**src/rtl/core/dtet_pkg.sv**
```systemverilog
package dtet_pkg;

	// Kinds of result item
	typedef enum logic [1:0] {
		RES_ADD_ACK   = 2'd0,
		RES_FIRED     = 2'd1,
		RES_SCAN_DONE = 2'd2
	} res_kind_t;

	// Kinds of stored entry
	typedef enum logic [1:0] {
		ENT_DETECTOR = 2'd0,
		ENT_TIMED    = 2'd1,
		ENT_DELAYED  = 2'd2
	} ent_kind_t;

	localparam logic ADD_STORED   = 1'b0;
	localparam logic ADD_REJECTED = 1'b1;

	typedef struct packed {
		logic        cmd;
		logic        is_timed;
		logic [3:0]  detector_index;
		logic        trigger_level;
		logic [15:0] duration_ms;
		logic [7:0]  target_id;
		logic [15:0] event_code;
		logic        one_shot;
		logic [31:0] now_ms;
		logic [15:0] detector_levels;
	} dtet_in_t;

	typedef struct packed {
		logic [1:0]  kind;
		logic        status;
		logic [7:0]  fired_target;
		logic [15:0] fired_code;
		logic        last;
	} dtet_out_t;

	typedef struct packed {
		ent_kind_t   kind;
		logic [3:0]  detector;
		logic        trigger;
		logic [15:0] duration;
		logic [31:0] start;
		logic [7:0]  target;
		logic [15:0] code;
		logic        one_shot;
	} dtet_entry_t;

	// Controller to datapath
	typedef struct packed {
		logic      take_in;
		logic      add_store;
		logic      rd_issue;
		logic      ev_step;
		logic      scan_end;
		logic      out_load;
		res_kind_t kind;
	} dtet_cmd_t;

	// Datapath to controller
	typedef struct packed {
		logic new_is_scan;
		logic rd_at_end;
		logic ev_fire;
		logic out_free;
	} dtet_sts_t;

endpackage

```
**src/rtl/core/detector_and_timer_event_table_unit.sv**
```systemverilog
// Event table of up to TABLE_DEPTH pending entries in insertion order. An add
// transaction is accepted, then stored and acknowledged when the output
// register is free. In a scan transaction each entry is read from the
// single-port entry memory (registered read), then evaluated and written
// back compacted; an entry that fires waits until the output register is free.
// One transaction is worked on at a time; a finished result waits in the
// output register while the next input transaction is accepted. Detector
// lines at or above DETECTOR_COUNT read as level 0.
module detector_and_timer_event_table_unit #(
	parameter int TABLE_DEPTH    = 16,
	parameter int DETECTOR_COUNT = 16
) (
	input  logic                clk,
	input  logic                arst_n,
	input  logic                in_valid,
	output logic                in_stall,
	input  dtet_pkg::dtet_in_t  in_data,
	output logic                out_valid,
	input  logic                out_stall,
	output dtet_pkg::dtet_out_t out_data
);
	import dtet_pkg::*;

	dtet_cmd_t cmd;
	dtet_sts_t sts;

	dtet_ctrl u_ctrl (
		.clk      (clk),
		.arst_n   (arst_n),
		.in_valid (in_valid),
		.in_stall (in_stall),
		.sts      (sts),
		.cmd      (cmd)
	);

	dtet_dp #(
		.TABLE_DEPTH    (TABLE_DEPTH),
		.DETECTOR_COUNT (DETECTOR_COUNT)
	) u_dp (
		.clk       (clk),
		.arst_n    (arst_n),
		.in_data   (in_data),
		.cmd       (cmd),
		.sts       (sts),
		.out_valid (out_valid),
		.out_stall (out_stall),
		.out_data  (out_data)
	);

endmodule

```
**src/rtl/core/dtet_ctrl.sv**
```systemverilog
module dtet_ctrl (
	input  logic                clk,
	input  logic                arst_n,
	input  logic                in_valid,
	output logic                in_stall,
	input  dtet_pkg::dtet_sts_t sts,
	output dtet_pkg::dtet_cmd_t cmd
);
	import dtet_pkg::*;

	typedef enum logic [2:0] {
		ST_IDLE,
		ST_ADD,
		ST_SCAN_RD,
		ST_SCAN_EV,
		ST_SCAN_END
	} state_t;

	state_t state_q;
	state_t state_nx;

	assign in_stall = (state_q != ST_IDLE);

	always_comb begin
		state_nx = state_q;
		cmd = '0;
		cmd.kind = RES_ADD_ACK;
		case (state_q)
			ST_IDLE: begin
				if (in_valid) begin
					cmd.take_in = 1'b1;
					state_nx = sts.new_is_scan ? ST_SCAN_RD : ST_ADD;
				end
			end
			ST_ADD: begin
				if (sts.out_free) begin
					cmd.add_store = 1'b1;
					cmd.out_load = 1'b1;
					cmd.kind = RES_ADD_ACK;
					state_nx = ST_IDLE;
				end
			end
			ST_SCAN_RD: begin
				if (sts.rd_at_end) begin
					state_nx = ST_SCAN_END;
				end else begin
					cmd.rd_issue = 1'b1;
					state_nx = ST_SCAN_EV;
				end
			end
			ST_SCAN_EV: begin
				// hold the entry until its fired transaction has room
				if (!sts.ev_fire || sts.out_free) begin
					cmd.ev_step = 1'b1;
					cmd.out_load = sts.ev_fire;
					cmd.kind = RES_FIRED;
					state_nx = ST_SCAN_RD;
				end
			end
			ST_SCAN_END: begin
				if (sts.out_free) begin
					cmd.scan_end = 1'b1;
					cmd.out_load = 1'b1;
					cmd.kind = RES_SCAN_DONE;
					state_nx = ST_IDLE;
				end
			end
			default: begin
				state_nx = ST_IDLE;
			end
		endcase
	end

	always_ff @(posedge clk or negedge arst_n) begin
		if (!arst_n) begin
			state_q <= ST_IDLE;
		end else begin
			state_q <= state_nx;
		end
	end

endmodule

```
**src/rtl/core/dtet_dp.sv**
```systemverilog
module dtet_dp #(
	parameter int TABLE_DEPTH    = 16,
	parameter int DETECTOR_COUNT = 16
) (
	input  logic                clk,
	input  logic                arst_n,
	input  dtet_pkg::dtet_in_t  in_data,
	input  dtet_pkg::dtet_cmd_t cmd,
	output dtet_pkg::dtet_sts_t sts,
	output logic                out_valid,
	input  logic                out_stall,
	output dtet_pkg::dtet_out_t out_data
);
	import dtet_pkg::*;

	localparam int CW = $clog2(TABLE_DEPTH + 1);
	localparam int IW = (TABLE_DEPTH > 1) ? $clog2(TABLE_DEPTH) : 1;

	dtet_in_t    in_q;
	logic [CW-1:0] count_q;
	logic [CW-1:0] rd_q;
	logic [CW-1:0] wr_q;

	dtet_entry_t mem_q [TABLE_DEPTH];
	dtet_entry_t rd_data_q;

	logic        mem_we;
	logic [IW-1:0] mem_wa;
	dtet_entry_t mem_wd;
	dtet_entry_t add_ent;

	dtet_entry_t upd;
	logic        fire;
	logic        keep;
	logic        lvl;
	logic [32:0] due;

	logic        out_valid_q;
	dtet_out_t   out_q;
	logic        table_full;

	assign table_full = (count_q == CW'(TABLE_DEPTH));

	// Evaluate the entry that was read last
	always_comb begin
		upd = rd_data_q;
		fire = 1'b0;
		lvl = 1'b0;
		due = {1'b0, rd_data_q.start} + {17'd0, rd_data_q.duration};
		if (int'(rd_data_q.detector) < DETECTOR_COUNT) begin
			lvl = in_q.detector_levels[rd_data_q.detector];
		end
		if (rd_data_q.kind == ENT_DETECTOR) begin
			if (lvl == rd_data_q.trigger) begin
				if (rd_data_q.duration != 16'd0) begin
					upd.kind = ENT_DELAYED;
					upd.start = in_q.now_ms;
				end else begin
					fire = 1'b1;
				end
			end
		end else begin
			if (due <= {1'b0, in_q.now_ms}) begin
				fire = 1'b1;
				if (rd_data_q.kind == ENT_DELAYED) begin
					upd.kind = ENT_DETECTOR;
				end
			end
		end
		keep = !(fire && rd_data_q.one_shot);
		if (fire && rd_data_q.kind == ENT_TIMED) begin
			upd.start = in_q.now_ms;
		end
	end

	always_comb begin
		add_ent.kind = in_q.is_timed ? ENT_TIMED : ENT_DETECTOR;
		add_ent.detector = in_q.detector_index;
		add_ent.trigger = in_q.trigger_level;
		add_ent.duration = in_q.duration_ms;
		add_ent.start = in_q.is_timed ? in_q.now_ms : 32'd0;
		add_ent.target = in_q.target_id;
		add_ent.code = in_q.event_code;
		add_ent.one_shot = in_q.one_shot;
	end

	always_comb begin
		mem_we = 1'b0;
		mem_wa = wr_q[IW-1:0];
		mem_wd = upd;
		if (cmd.add_store && !table_full) begin
			mem_we = 1'b1;
			mem_wa = count_q[IW-1:0];
			mem_wd = add_ent;
		end else if (cmd.ev_step && keep) begin
			mem_we = 1'b1;
		end
	end

	always_ff @(posedge clk) begin
		if (mem_we) begin
			mem_q[mem_wa] <= mem_wd;
		end
		if (cmd.rd_issue) begin
			rd_data_q <= mem_q[rd_q[IW-1:0]];
		end
		if (cmd.take_in) begin
			in_q <= in_data;
		end
	end

	always_ff @(posedge clk or negedge arst_n) begin
		if (!arst_n) begin
			count_q <= '0;
			rd_q <= '0;
			wr_q <= '0;
		end else begin
			if (cmd.take_in) begin
				rd_q <= '0;
				wr_q <= '0;
			end
			if (cmd.add_store && !table_full) begin
				count_q <= count_q + CW'(1);
			end
			if (cmd.ev_step) begin
				rd_q <= rd_q + CW'(1);
				if (keep) begin
					wr_q <= wr_q + CW'(1);
				end
			end
			// drop the removed entries from the tail
			if (cmd.scan_end) begin
				count_q <= wr_q;
			end
		end
	end

	assign sts.new_is_scan = in_data.cmd;
	assign sts.rd_at_end = (rd_q == count_q);
	assign sts.ev_fire = fire;
	assign sts.out_free = !out_valid_q || !out_stall;

	always_ff @(posedge clk or negedge arst_n) begin
		if (!arst_n) begin
			out_valid_q <= 1'b0;
		end else if (cmd.out_load) begin
			out_valid_q <= 1'b1;
		end else if (!out_stall) begin
			out_valid_q <= 1'b0;
		end
	end

	always_ff @(posedge clk) begin
		if (cmd.out_load) begin
			out_q.kind <= cmd.kind;
			out_q.status <= (cmd.kind == RES_ADD_ACK && table_full) ? ADD_REJECTED : ADD_STORED;
			out_q.fired_target <= (cmd.kind == RES_FIRED) ? rd_data_q.target : 8'd0;
			out_q.fired_code <= (cmd.kind == RES_FIRED) ? rd_data_q.code : 16'd0;
			out_q.last <= (cmd.kind != RES_FIRED);
		end
	end

	assign out_valid = out_valid_q;
	assign out_data = out_q;

	a_count_bound: assert property (@(posedge clk) disable iff (!arst_n)
		count_q <= CW'(TABLE_DEPTH))
		else $error("entry count exceeds table depth");

	a_wr_behind_rd: assert property (@(posedge clk) disable iff (!arst_n)
		wr_q <= rd_q)
		else $error("compaction write pointer passed read pointer");

	a_load_when_free: assert property (@(posedge clk) disable iff (!arst_n)
		cmd.out_load |-> sts.out_free)
		else $error("result loaded over a waiting transaction");

	a_full_reject: assert property (@(posedge clk) disable iff (!arst_n)
		cmd.add_store && table_full |=> $stable(count_q))
		else $error("full table took an entry");

endmodule

```
**config.mk**
```make
export PLATFORM = sky130hd
export DESIGN_NAME = detector_and_timer_event_table_unit
export DESIGN_NICKNAME = d
export VERILOG_FILES = /design/src/rtl/core/dtet_pkg.sv /design/src/rtl/core/detector_and_timer_event_table_unit.sv /design/src/rtl/core/dtet_ctrl.sv /design/src/rtl/core/dtet_dp.sv
export SDC_FILE = /design/constraint.sdc
export NUM_CORES = 2
export LEC_CHECK = 0
export BUFFER_PORTS_ARGS = -buffer_cell sky130_fd_sc_hd__buf_2
export CORE_UTILIZATION = 45
export CTS_CLUSTER_SIZE = 24
export DETAILED_ROUTE_END_ITERATION = 6
export GPL_ROUTABILITY_DRIVEN = 0
export GPL_TIMING_DRIVEN = 0
export PLACE_DENSITY_LB_ADDON = 0.12
export SYNTH_ARGS = -nofsm -noshare
export SYNTH_HDL_FRONTEND = slang
export SYNTH_SLANG_ARGS = --single-unit
```
**constraint.sdc**
```tcl
create_clock -name clk -period 12.3 [get_ports clk]
set_input_delay 0.615 -clock clk [delete_from_list [all_inputs] [get_ports clk]]
set_output_delay 0.615 -clock clk [all_outputs]
set_load 0.02 [all_outputs]
```
Word-level counts from Yosys, hierarchy flattened:

Memories as Yosys holds them, arrays and structs flattened. A register that Yosys moved wholly into a read port is not among the register bits.
Cells that the tools add are included.

* add/subtract/negate cells: 4
* reductions and logical operators: 21
* multiplexer cells: 52
* eq/ne operators: 15
* order comparisons: 2

Operators with widths (number)
* 32-bit two-way mux: 5
* 80-bit two-way mux: 1
* 5-bit two-way mux: 7
* 32-bit by 16-bit adder with 33-bit output: 1
* 33-bit by 32-bit less-or-equal comparator with 1-bit output: 1
* 1-bit two-way mux: 22
* 3-bit two-way mux: 6
* 16-bit nonzero test: 1
* 5-bit by 1-bit adder with 5-bit output, second input constant: 3
* 2-bit two-way mux: 6
* 3-bit one-hot mux with 4 select lines: 1
* 3-bit one-hot mux with 3 select lines: 1
* 4-bit two-way mux: 2
* 2-bit by 1-bit inequality test with 1-bit output, second input constant: 4
* 3-bit by 2-bit == test with 1-bit output, second input constant: 2
* 5-bit == test: 1
* 5-bit == test, second input constant: 1
* 1-bit logical AND: 5
* 1-bit logical NOT: 5
* 4-bit by 5-bit less-than comparator with 1-bit output, second input constant: 1
* 1-bit binary-select mux with 4-bit select: 1
* 2-bit by 1-bit == test with 1-bit output, second input constant: 2
* 2-bit logical NOT: 2
* 2-bit nonzero test: 2
* other kinds (10): 11

* word-level logic and storage cells: 114
* input port bits: 100
* output and inout bits: 30
* register bits: 142
* RAM bits: 1280
* memories kept: 1

Memories
* u_dp.mem_q: words 16, width 80, read ports 1, clocked after Yosys merged registers in 1, wr ports 1, line dtet_dp.sv:24 `dtet_entry_t mem_q [TABLE_DEPTH];`

Depth between registers and ports, before layout:

* depth after elaboration: 14
* mapped depth: 22
* gate-level depth less buffers: 21

Cells and area by module:

A second synthesis with hierarchy kept.

* cell total of the unflattened synthesis: 3306
* area, all modules: 59492.1 sq um

Modules (own cells, without submodules)
* dtet_dp: sequential area each 44933.1 sq um, cells an instance 3268, instances 1, area each 59206.8 sq um
* dtet_ctrl: sequential area each 75.1 sq um, cells an instance 38, instances 1, area each 285.3 sq um

Least setup slack after synthesis:

No wires, ideal clock.

* kind: flip-flop to flip-flop
* from: register u_dp.rd_q[0]
* to: register, netlist name u_dp.rd_data_q[0]
* setup slack: 2595 ps
* clock period less this slack: 9705 ps
* cell stages (with the launch flop): 6
* buffers on the path: 2
* required time: 11582 ps
* arrival time: 8986 ps
* setup time: 718 ps
* path through: dfrtp_1 -> clkbuf_1 -> buf_1 -> xor2_1 -> nor3_1 -> nor4_1

RTL lines
* from (decl): line dtet_dp.sv:21 `logic [CW-1:0] rd_q;`
* from (signal assigned): line dtet_dp.sv:126 `rd_q <= rd_q + CW'(1);`

Worst setup path after layout:

* from: register, netlist name u_dp.rd_data_q[63]
* to: memory u_dp.mem_q[1][50] in the netlist's numbering (enable)

* cells in the longest elaborated chain, start to end: 13
* elaborated cells on any way between the ends: 18
* classes of those cells: add/sub: 1; order compare: 1; mux: 10; reduce/logical: 6

RTL lines
* 32-bit by 16-bit adder with 33-bit output / 16-bit nonzero test (equally long branches): line dtet_dp.sv:49, dtet_dp.sv:55
* 33-bit by 32-bit less-or-equal comparator with 1-bit output / 1-bit two-way mux (equally long branches): line dtet_dp.sv:63, dtet_dp.sv:55
* 1-bit two-way mux (on tied branches): line dtet_dp.sv:63, dtet_dp.sv:54
* 1-bit two-way mux *: line dtet_dp.sv:53 `if (rd_data_q.kind == ENT_DETECTOR) begin`
* 1-bit logical NOT: line dtet_ctrl.sv:53 `if (!sts.ev_fire || sts.out_free) begin`
* 1-bit logical OR: line dtet_ctrl.sv:53
* 1-bit two-way mux: line dtet_ctrl.sv:53
* 1-bit two-way mux: line dtet_ctrl.sv:28 `case (state_q)`
* 1-bit logical AND *: line dtet_dp.sv:95 `end else if (cmd.ev_step && keep) begin`
* 1-bit two-way mux *: line dtet_dp.sv:95
* 1-bit two-way mux *: line dtet_dp.sv:91 `if (cmd.add_store && !table_full) begin`
* 1-bit two-way mux *: line dtet_dp.sv:101 `if (mem_we) begin`
* 1-bit two-way mux (implied by the code) *: line dtet_dp.sv:102 `mem_q[mem_wa] <= mem_wd;`
* to (decl): line dtet_dp.sv:24

Mark *: on every way between the ends. The rest lies on a longest branch, timed or not.

==> run metrics <==
CTS buffer count=between 150 and 200; clock power share=0.254; Post-synth top cells=edfxtp_1 (1483), mux4_2 (404), nand2_1 (213); HPWL after DPL=just under 100000 um; most common cell in the netlist=edfxtp_1; crit path max fanout=18; Nets=3329; Cell Int Power=12700 uW; IO Port Bufs=129; Area contributors post-synth=edfxtp_1 (76%), mux4_2 (16%), nand2_1 (1.4%); Ports=130; mux share of post-synthesis cell area=0.162; CP Capture Type=register; worst-case clock skew=just under 40 ps; fillers=9927; Die Width=363 um; Post-Synth XOR/XNOR Area=0.00568; total power=18900 uW; combinational share of power=0.323; crit share post-route=0.646; Pins Over Slew Limit=0; CTS tree=built; 1st-pass router iterations=5; vias in the first global route=30.2k; final hold viol count=0; Overflow after GRT=0; die area=132000 sq um; detail-routed via count per cell=around 5.8; initial core utilization=0.453; clock tree buffer depth=3; Seq/Total Area, Yosys=0.767; # Post-CTS Setup Buffers=0; Unique masters post-synth=between 60 and 70; CP Launch Type=register; CP arrival=8410 ps; Static Leakage=0.0226 uW; Bufs and invs on worst path=3; Post-Synth Simple-Gate Area=0.0276; Worst path slowest cell=o41ai_2; max_slew headroom=0.0966; # setup viols final=0; Fin Hold WS=40.7 ps; fin util=0.535; die height=363 um; Synth Net Count=between 2k and 3k; outcome=complete, no violations; fin crit period=7950 ps; Area growth syn-to-layout=18.0%; clk slew on worst S/H paths=60 ps; clock sinks=1502; Sequential Power Share=0.423; PwrDens=roughly 270 nW/um^2; WP data required=12760 ps; DRT antenna net count=0; placed cells=4672; critical path's top delay family=compound AO/OA/AOI/OAI gates; clock root buffer=clkbuf_16; layout cells sized above 1=0.266; core area=129000 sq um; WL per Instance=30.4 um; yosys warns=0; Fmax achieved=0.126 GHz; Critical Path, Cell by Cell=ha_1, a21o_1, a21oi_1, nand3b_1, o21ai_1, o311ai_1, o41ai_2, nor3_1, xnor2_1, ha_1, nand3_1, nor4_1, o41a_1, o21ai_1, a31oi_1, buf_2, a32oi_1, nor2_4, buf_12, buf_12; post-route cell area=between 60000 and 70000 sq um; crit-path max cell delay=950 ps; VDD IR-drop max=0.000171 V; Synth area leader=edfxtp_1; largest family of logic cells by synthesized area=multiplexers; sw power=6150 uW; antenna cells=0; antenna violations before repair=2; Tightest Pin Transition=~1300 ps; Yosys reg bits=1502; Non-Filler Instances=5045; HP Class=input port to register; Sw Ratio=0.326; Max Cap Viol=0; via count=29.1k; Cells after Synth=2715; placed inst area=about 63000 sq um; Post-synth EDFFs=1483; asr flop ratio synth=0.0126; Synth Flop Type=edfxtp_1; RSZ-0062 raised after global routing=no; Adder-Cell Fraction of Synth Area=0.0114; Tot GR Track Use=0.236; drt total wl=153000 um; first-pass GRT wire length=217000 um; cts repair resizes=0; Synth top area share=0.759; # rows=approximately 130; Mapped Avg Cell Area=21.6 sq um; Mapped Area=slightly below 60000 sq um; largest net degree at the start of global routing=59; Max H-tree Level=4; DR DRC count=0; Compound-Gate Fraction of Synth Area=0.0119; WS Path Type=register to register; starting DRC count in detailed routing=3095; clk_lat worst skew=790 ps
power by group through the flow:
| stage | logic, uW | registers [uW] | clock network, uW |
|---|---|---|---|
| final | 6110 | 7980 | 4790 |
| after global routing | 6580 | 8040 | 5060 |
| after CTS | 6160 | 7990 | 4870 |
| after detailed placement | 6110 | 8080 | 0 |
| after global placement | 5430 | 8130 | 0 |
| after floorplan | 3810 | 8050 | 0 |
final timing paths:
kind                                    start                end  slack, ps  depth (start not counted)
min                               in_data[89]   u_dp.add_ent[73]         40                          1
min reg2reg                      u_dp.wr_q[4]       u_dp.wr_q[4]        500                          1
max                        u_dp.rd_data_q[63]  u_dp.mem_q[1][50]       4350                         20
max in group asynchronous              arst_n  u_ctrl.state_q[0]      11620                          2
min in group asynchronous              arst_n  u_ctrl.state_q[2]        350                          2
max reg2reg                u_dp.rd_data_q[63]  u_dp.mem_q[1][50]       4350                         20
per-stage QoR:
step | setup TNS, ps | worst slack (ps)
finish | 0 | 4350
global route | 0 | 4040
CTS | 0 | 4460
detailed placement | 0 | 4540
global placement | -4311240 | -10200
floorplan | 0 | 2600
cell usage in the layout, fill, tap and decap left out, types with 20 or more instances in the layout:
cell	instances
a21oi_1	31
and2_1	25
buf_1	31
buf_12	60
buf_2	132
buf_4	20
clkbuf_1	119
clkbuf_16	163
clkinv_1	29
clkinv_2	24
dlygate4sd3_1	84
edfxtp_1	1483
ha_1	52
inv_1	83
mux2i_1	40
mux4_2	404
nand2_1	213
nand3_1	21
nor2_1	39
xnor2_1	32
sequential cells by signal, indices dropped and copies added, names as in the netlist:
register,count
u_ctrl.state_q,3
u_dp.wr_q,5
u_dp.in_q,49
u_dp.count_q,5
u_dp.rd_q,5
u_dp.out_data,28
u_dp.rd_data_q,80
u_dp.mem_q,1280
u_dp.add_ent,46
u_dp.out_valid,1
layer usage:
metal | share of wire | vias to the layer above | track usage
met5 | 0 | - | 0
met4 | 0.020 | 0 | 0.0582
met3 | 0.056 | 185 | 0.0341
met2 | 0.52 | 1000 | 0.406
met1 | 0.41 | 15800 | 0.319
li1 | - | 12100 | -
what timing repair did:
| item | CTS | global route |
|---|---|---|
| hold buffers | 84 | 0 |
| endpoints found under the hold margin | 102 | 0 |
| setup endpoints to repair | 0 | 0 |
cell type report:
class | count | area, sq um | area share
well taps | 1742 | 2180 | 0.0315
flip-flops and latches | 1502 | 45000 | 0.650
plain buffers | 118 | 474 | 0.00685
clock buffers | 204 | 4230 | 0.0611
repair buffers | 301 | 3070 | 0.0444
inverters | 86 | 333 | 0.00481
clock inverters | 83 | 947 | 0.0137
multi-input cells | 1009 | 13000 | 0.187
cells by family after synthesis:
group | after synthesis
XOR/XNOR | 38
AND/OR/NAND/NOR | 368
adder cells (fa/ha/maj) | 53
AO/OA/AOI/OAI | 104
flip-flops | 1502
multiplexers | 446
buffers and inverters | 204
(Power assumes the default switching activity.)
